===== config.mk =====
export PLATFORM = sky130hd
export DESIGN_NAME = sbml_sqrt_pipe
export DESIGN_NICKNAME = d
export VERILOG_FILES = /design/src/rtl/spectral_bin_mask_limiter_assert.svh /design/src/rtl/sbml_pkg.sv /design/src/rtl/sbml_sqrt_pipe.sv
export SDC_FILE = /design/constraint.sdc
export NUM_CORES = 2
export LEC_CHECK = 0
export BUFFER_PORTS_ARGS = -buffer_cell sky130_fd_sc_hd__buf_2
export CORE_MARGIN = 4
export CORE_UTILIZATION = 40
export CTS_CLUSTER_DIAMETER = 200
export CTS_CLUSTER_SIZE = 10
export DETAILED_ROUTE_END_ITERATION = 10
export MAX_ROUTING_LAYER = met4
export PLACE_DENSITY = 0.55
export SETUP_SLACK_MARGIN = 0.4
export SLEW_MARGIN = 5
export SYNTH_ARGS = -nofsm -noshare
export SYNTH_HDL_FRONTEND = slang
export SYNTH_SLANG_ARGS = --single-unit

===== constraint.sdc =====
create_clock -name clock -period 10.44 [get_ports clock]
set_input_delay 1.044 -clock clock [delete_from_list [all_inputs] [get_ports clock]]
set_output_delay 1.044 -clock clock [all_outputs]
set_load 0.01 [all_outputs]

===== src/rtl/spectral_bin_mask_limiter_assert.svh =====
// Assertion macros shared by the limiter RTL.
`ifndef SPECTRAL_BIN_MASK_LIMITER_ASSERT_SVH
`define SPECTRAL_BIN_MASK_LIMITER_ASSERT_SVH

// Same-cycle implication, disabled during reset.
`define SBML_ASSERT_NOW(lbl, clk, rst, ante, cons, msg) \
   lbl: assert property (@(posedge clk) disable iff (rst) (ante) |-> (cons)) else $error(msg);

// Next-cycle implication, disabled during reset.
`define SBML_ASSERT_NEXT(lbl, clk, rst, ante, cons, msg) \
   lbl: assert property (@(posedge clk) disable iff (rst) (ante) |=> (cons)) else $error(msg);

`endif


===== src/rtl/sbml_pkg.sv =====
package sbml_pkg;

   localparam int BIN_W      = 24;
   localparam int MASK_W     = 25;
   localparam int SQ_W       = 48;
   localparam int PROD_W     = 48;
   localparam int ROOT_W     = 24;
   localparam int REM_W      = 25;
   localparam int SQRT_STEPS = 24;
   localparam int DIV_STEPS  = 24;

   // Pipeline stage indexes
   localparam int ST_MAG     = 0;
   localparam int ST_MUL     = 1;
   localparam int ST_SUM     = 2;
   localparam int ST_RT0     = 3;
   localparam int ST_LVL     = ST_RT0 + SQRT_STEPS;
   localparam int ST_DV0     = ST_LVL + 1;
   localparam int ST_OUT     = ST_DV0 + DIV_STEPS;
   localparam int NUM_STAGES = ST_OUT + 1;

   localparam logic KIND_ORDINARY = 1'b0;
   localparam logic KIND_EDGE     = 1'b1;

   typedef struct packed {
      logic [BIN_W-1:0]  re_mag;
      logic              re_neg;
      logic [BIN_W-1:0]  im_mag;
      logic              im_neg;
      logic              kind;
      logic [MASK_W-1:0] mask;
   } bin_side_type;

endpackage


===== src/rtl/sbml_sqrt_pipe.sv =====
module sbml_sqrt_pipe
   import sbml_pkg::*;
(
   input  logic                  clock,
   input  logic [SQRT_STEPS-1:0] en,
   input  logic [SQ_W-1:0]       x_in,
   output logic [ROOT_W-1:0]     root_out
);

   logic [SQ_W-1:0] rem_ff [SQRT_STEPS];
   logic [SQ_W-1:0] res_ff [SQRT_STEPS];

   // One result bit per stage, remainder form
   for (genvar i = 0; i < SQRT_STEPS; i++) begin : g_step
      localparam int K = SQRT_STEPS - 1 - i;
      localparam logic [SQ_W-1:0] BIT = SQ_W'(1) << (2 * K);
      logic [SQ_W-1:0] x_prev, r_prev, rem_in, res_in;
      logic [SQ_W:0]   trial;

      always_comb begin
         if (i == 0) begin
            x_prev = x_in;
            r_prev = '0;
         end else begin
            x_prev = rem_ff[(i == 0) ? 0 : i - 1];
            r_prev = res_ff[(i == 0) ? 0 : i - 1];
         end
         trial = {1'b0, r_prev} + {1'b0, BIT};
         if ({1'b0, x_prev} >= trial) begin
            rem_in = x_prev - trial[SQ_W-1:0];
            res_in = (r_prev >> 1) + BIT;
         end else begin
            rem_in = x_prev;
            res_in = r_prev >> 1;
         end
      end

      always_ff @(posedge clock) begin
         if (en[i]) begin
            rem_ff[i] <= rem_in;
            res_ff[i] <= res_in;
         end
      end
   end

   assign root_out = res_ff[SQRT_STEPS-1][ROOT_W-1:0];

endmodule


==> PnR_summary.wiki <==
{| class="wikitable"
! Metric !! Value
|-
| Sequential Power Share || 0.499
|-
| Slew at the pin with the worst max-slew slack || 1.20 ns
|-
| Setup repair after global routing missed its margin || no
|-
| Setup bufs post-CTS || 0
|-
| Switching power as a share of total power || 0.285
|-
| Core box area || 167000 sq um
|-
| Library cell contributing the largest single delay on the critical path || sky130_fd_sc_hd__a2111oi_0
|-
| Overall Global Routing Usage || 0.179
|-
| Max Slew Vio Count || 0
|-
| Crit path time final || 4.29 ns
|-
| Vias per Instance || 5.34
|-
| Min-Delay Path Depth || 0
|-
| Flop2flop setup slack || 6.15 ns
|-
| Largest net degree at the start of global routing || 72
|-
| Placed wire-length estimate || 117000 microns
|-
| Clk Latency, worst-skew pair || 0.79 ns
|-
| Peak supply drop || 0.169 mV
|-
| Number of detailed-route iterations in the first pass || 6
|-
| Drc violations || 0
|-
| H-tree depth || 4
|-
| Skew final || 0.0501 ns
|-
| Area fraction of the dominant cell type after synthesis || 0.627
|-
| Total of endpoints with negative setup slack in the final report || 0
|-
| Distinct cell type count after synthesis || 80
|-
| Type of destination of the critical path || register
|-
| Max clock buf depth || 3
|-
| Global-route wire length before repair || 238000 microns
|-
| Last weighted congestion value of the routability-driven placer || 0.874
|-
| Number of CTS-inserted buffers || 158
|-
| Share of the cycle needed by the critical path after routing || 0.411
|-
| Post-route worst setup slack || 6.15 ns
|-
| CTS-repair resized insts || 0
|-
| Number of port buffers || 96
|-
| Final Hold Viols || 0
|-
| Area of the die || 175000 sq um
|-
| Number of max-cap violations || 0
|-
| Combined area of the multi-input logic cells || 23200 sq um
|-
| Post-layout net count || 5900
|-
| Critical-path cell list || inv_1 -> ha_1 -> o21ai_0 -> a22oi_1 -> a311o_1 -> a31oi_1 -> o21bai_1 -> a2111oi_0 -> nand3_1 -> xnor2_1
|-
| Finished Core Util || 0.447
|-
| Smallest hold slack || 0.423 ns
|-
| I/O pin cnt || 97
|-
| Area growth syn-to-layout || 11.1%
|-
| Terminating pin of the worst hold path || rem_ff[1][64]
|-
| Share of flip-flops with an asynchronous set or reset after synthesis || 0
|-
| Max FO, Critical Path || 5
|-
| Total power divided by cell area || 205 nW/um^2
|-
| Data required time of the critical path || 10.98 ns
|-
| Routed wire per std cell || 19.8 microns
|-
| Number of flops mapped to enable cells by yosys || 1404
|-
| Sequential element share of the synthesized area || 0.627
|-
| CTS tree || built
|-
| Vias in the first global route || 41500
|-
| Count of state elements after synthesis || 1404
|-
| Int Pwr || 0.0110 W
|-
| Top FF cell, synth || sky130_fd_sc_hd__edfxtp_1
|-
| Die width || 418 microns
|-
| Status || complete, no violations
|-
| Post-CTS Hold Buffers || 0
|-
| Largest incremental delay on the critical path || 1.08 ns
|-
| End of the worst register-to-register path || rem_ff[2][275]
|-
| Vertical die dimension || 418 microns
|-
| Setup TNS || 0 ns
|-
| Power share of the clock group || 0.315
|-
| Count of synthesis-stage warnings from yosys || 0
|-
| Starting DRT DRC Count || 2767
|-
| # clock sinks || 1404
|-
| Top cells by area in the synthesized netlist || sky130_fd_sc_hd__edfxtp_1 63%, sky130_fd_sc_hd__ha_1 6.0%, sky130_fd_sc_hd__xor2_1 3.2%
|-
| Sum of overflow across all layers after global routing || 0
|-
| Worst Setup Slack post-DPL || 6.19 ns
|-
| Portion of total power attributed to combinational logic || 0.186
|-
| Combined flip-flop and latch cell area || 42200 sq um
|-
| Total power after layout || 0.0154 W
|-
| Post-synth top area cell || sky130_fd_sc_hd__edfxtp_1
|-
| Total Routed Length || 153000 microns
|-
| Layout cells sized above 1 || 0.0716
|-
| Post-synth net total || 5716
|-
| Count of fill cells added during filler insertion || 15100
|-
| Antenna Nets Post-Route || 0
|-
| Data arrival time of the critical path || 4.83 ns
|-
| Cell at the root of the clock tree || sky130_fd_sc_hd__clkbuf_16
|-
| Initial core utilization || 0.402
|-
| Switching component of the power || 0.00437 W
|-
| Startpoint of the worst hold path || rem_ff[1][16]
|-
| Rel. slew slack || 0.177
|-
| Number of antenna violations at the first check in global routing || 1
|-
| Startpoint Class || register
|-
| Type of the tightest min-delay check || reg -> reg
|-
| Top achievable clock speed || 233 MHz
|-
| Type of the worst setup path || reg -> reg
|-
| Worst-path clk slew || 0.06 ns
|-
| Core Rows || 150
|-
| Total number of vias || 41200
|-
| Post-synthesis area per instance || 12.6 sq um
|-
| Startpoint of the worst register-to-register path || res_ff[2][198]
|-
| Leakage dissipation || 27.7 nW
|-
| Mapped Cells || 5321
|-
| Cells on worst reg2reg path || 10
|-
| Total standard cell area after synthesis || 67300 sq um
|}
[sequential cells by signal (all words and copies together) (netlist names)]
name    cells
rem_ff   1104
res_ff    300
[final cells by class]
| type | count | area share |
|---|---|---|
| sequential | 1404 | 0.564 |
| tap | 2204 | 0.0369 |
| antenna | 3 | 0.000100 |
| inverter | 396 | 0.0199 |
| clock inverter | 14 | 0.00447 |
| timing repair buffer | 134 | 0.0103 |
| multi-input combinational | 3411 | 0.311 |
| clock buffer | 158 | 0.0529 |
[worst max-delay path by stage]
stage | start | endpoint | slack (ns) | cells after the start
after floorplan | rem_ff[2][270] | rem_ff[2][323] | 6.77 | 9
after global placement | res_ff[2][198] | rem_ff[2][275] | 6.22 | 10
after detailed placement | res_ff[2][198] | rem_ff[2][275] | 6.19 | 10
after CTS | res_ff[2][198] | rem_ff[2][275] | 6.17 | 10
after global routing | res_ff[2][198] | rem_ff[2][275] | 5.91 | 10
final | res_ff[2][198] | rem_ff[2][275] | 6.15 | 10
[logic make-up after synthesis]
kind of cell | synth area share
flip-flops | 0.627
AO/OA/AOI/OAI | 0.0926
buffers and inverters | 0.0284
multiplexers | 0.00863
AND/OR/NAND/NOR | 0.122
adder cells (fa/ha/maj) | 0.0599
XOR/XNOR | 0.0615
[worst max-delay path, delay by kind of cell, from the launching register on]
family	cells	cell delay (ns)
AO/OA/AOI/OAI	6	2.65
buffers and inverters	1	0.08
adder cells (fa/ha/maj)	1	0.34
AND/OR/NAND/NOR	1	0.21
XOR/XNOR	1	0.17
flip-flops	1	0.58
[layout by cell type, fill, tap and decap left out, types with 12 or more instances in the layout]
cell | Yosys | layout
sky130_fd_sc_hd__a2111oi_0 | 12 | 12
sky130_fd_sc_hd__a211oi_1 | 34 | 34
sky130_fd_sc_hd__a21o_1 | 116 | 116
sky130_fd_sc_hd__a21oi_1 | 254 | 254
sky130_fd_sc_hd__a31oi_1 | 25 | 25
sky130_fd_sc_hd__and2_1 | 15 | 15
sky130_fd_sc_hd__and3_1 | 19 | 19
sky130_fd_sc_hd__and4_1 | 14 | 14
sky130_fd_sc_hd__and4b_1 | 15 | 15
sky130_fd_sc_hd__buf_2 | 1 | 96
sky130_fd_sc_hd__buf_4 | 0 | 38
sky130_fd_sc_hd__clkbuf_16 | 0 | 158
sky130_fd_sc_hd__edfxtp_1 | 1404 | 1404
sky130_fd_sc_hd__ha_1 | 322 | 322
sky130_fd_sc_hd__inv_1 | 396 | 396
sky130_fd_sc_hd__mux2_2 | 40 | 40
sky130_fd_sc_hd__mux2i_1 | 13 | 13
sky130_fd_sc_hd__nand2_1 | 376 | 376
sky130_fd_sc_hd__nand2b_1 | 72 | 72
sky130_fd_sc_hd__nand3_1 | 81 | 81
sky130_fd_sc_hd__nand3b_1 | 17 | 17
sky130_fd_sc_hd__nand4_1 | 91 | 91
sky130_fd_sc_hd__nand4b_1 | 14 | 14
sky130_fd_sc_hd__nor2_1 | 291 | 290
sky130_fd_sc_hd__nor2b_1 | 42 | 42
sky130_fd_sc_hd__nor3_1 | 158 | 157
sky130_fd_sc_hd__nor4_1 | 191 | 189
sky130_fd_sc_hd__nor4b_1 | 18 | 18
sky130_fd_sc_hd__o211a_1 | 12 | 12
sky130_fd_sc_hd__o211ai_1 | 23 | 23
sky130_fd_sc_hd__o21a_1 | 60 | 60
sky130_fd_sc_hd__o21ai_0 | 293 | 293
sky130_fd_sc_hd__o21bai_1 | 22 | 22
sky130_fd_sc_hd__o31ai_1 | 32 | 32
sky130_fd_sc_hd__or2_2 | 15 | 15
sky130_fd_sc_hd__or3_1 | 68 | 68
sky130_fd_sc_hd__or4_1 | 49 | 49
sky130_fd_sc_hd__xnor2_1 | 228 | 228
sky130_fd_sc_hd__xor2_1 | 244 | 244
[metrics by stage]
step	std cells	cell area, sq um
after global placement	7549	70400
after CTS	7721	74700
after floorplan	5321	67300
after detailed placement	7549	70400
final	7724	74700
after global routing	7721	74700
[power by group through the flow]
stage,logic [W],registers (W),clock network [W]
2_1_floorplan,0.00212,0.00750,0
3_3_place_gp,0.00284,0.00777,0
3_5_place_dp,0.00285,0.00777,0
4_1_cts,0.00287,0.00767,0.00499
5_1_grt,0.00321,0.00773,0.00522
6_report,0.00286,0.00766,0.00483
[routing by layer]
layer | global-route usage | vias to the layer above | wire [microns]
li1 | - | 20300 | -
met1 | 0.215 | 20000 | 64400
met2 | 0.316 | 745 | 79200
met3 | 0.0245 | 238 | 5420
met4 | 0.0508 | 0 | 3660
met5 | - | - | 0
[cell usage after synthesis, types with 99 or more instances]
| cell | instances |
|---|---|
| sky130_fd_sc_hd__a21o_1 | 116 |
| sky130_fd_sc_hd__a21oi_1 | 254 |
| sky130_fd_sc_hd__clkbuf_1 | 99 |
| sky130_fd_sc_hd__edfxtp_1 | 1404 |
| sky130_fd_sc_hd__ha_1 | 322 |
| sky130_fd_sc_hd__inv_1 | 396 |
| sky130_fd_sc_hd__nand2_1 | 376 |
| sky130_fd_sc_hd__nor2_1 | 291 |
| sky130_fd_sc_hd__nor3_1 | 158 |
| sky130_fd_sc_hd__nor4_1 | 191 |
| sky130_fd_sc_hd__o21ai_0 | 293 |
| sky130_fd_sc_hd__xnor2_1 | 228 |
| sky130_fd_sc_hd__xor2_1 | 244 |
Power figures use the tool's default switching activity.
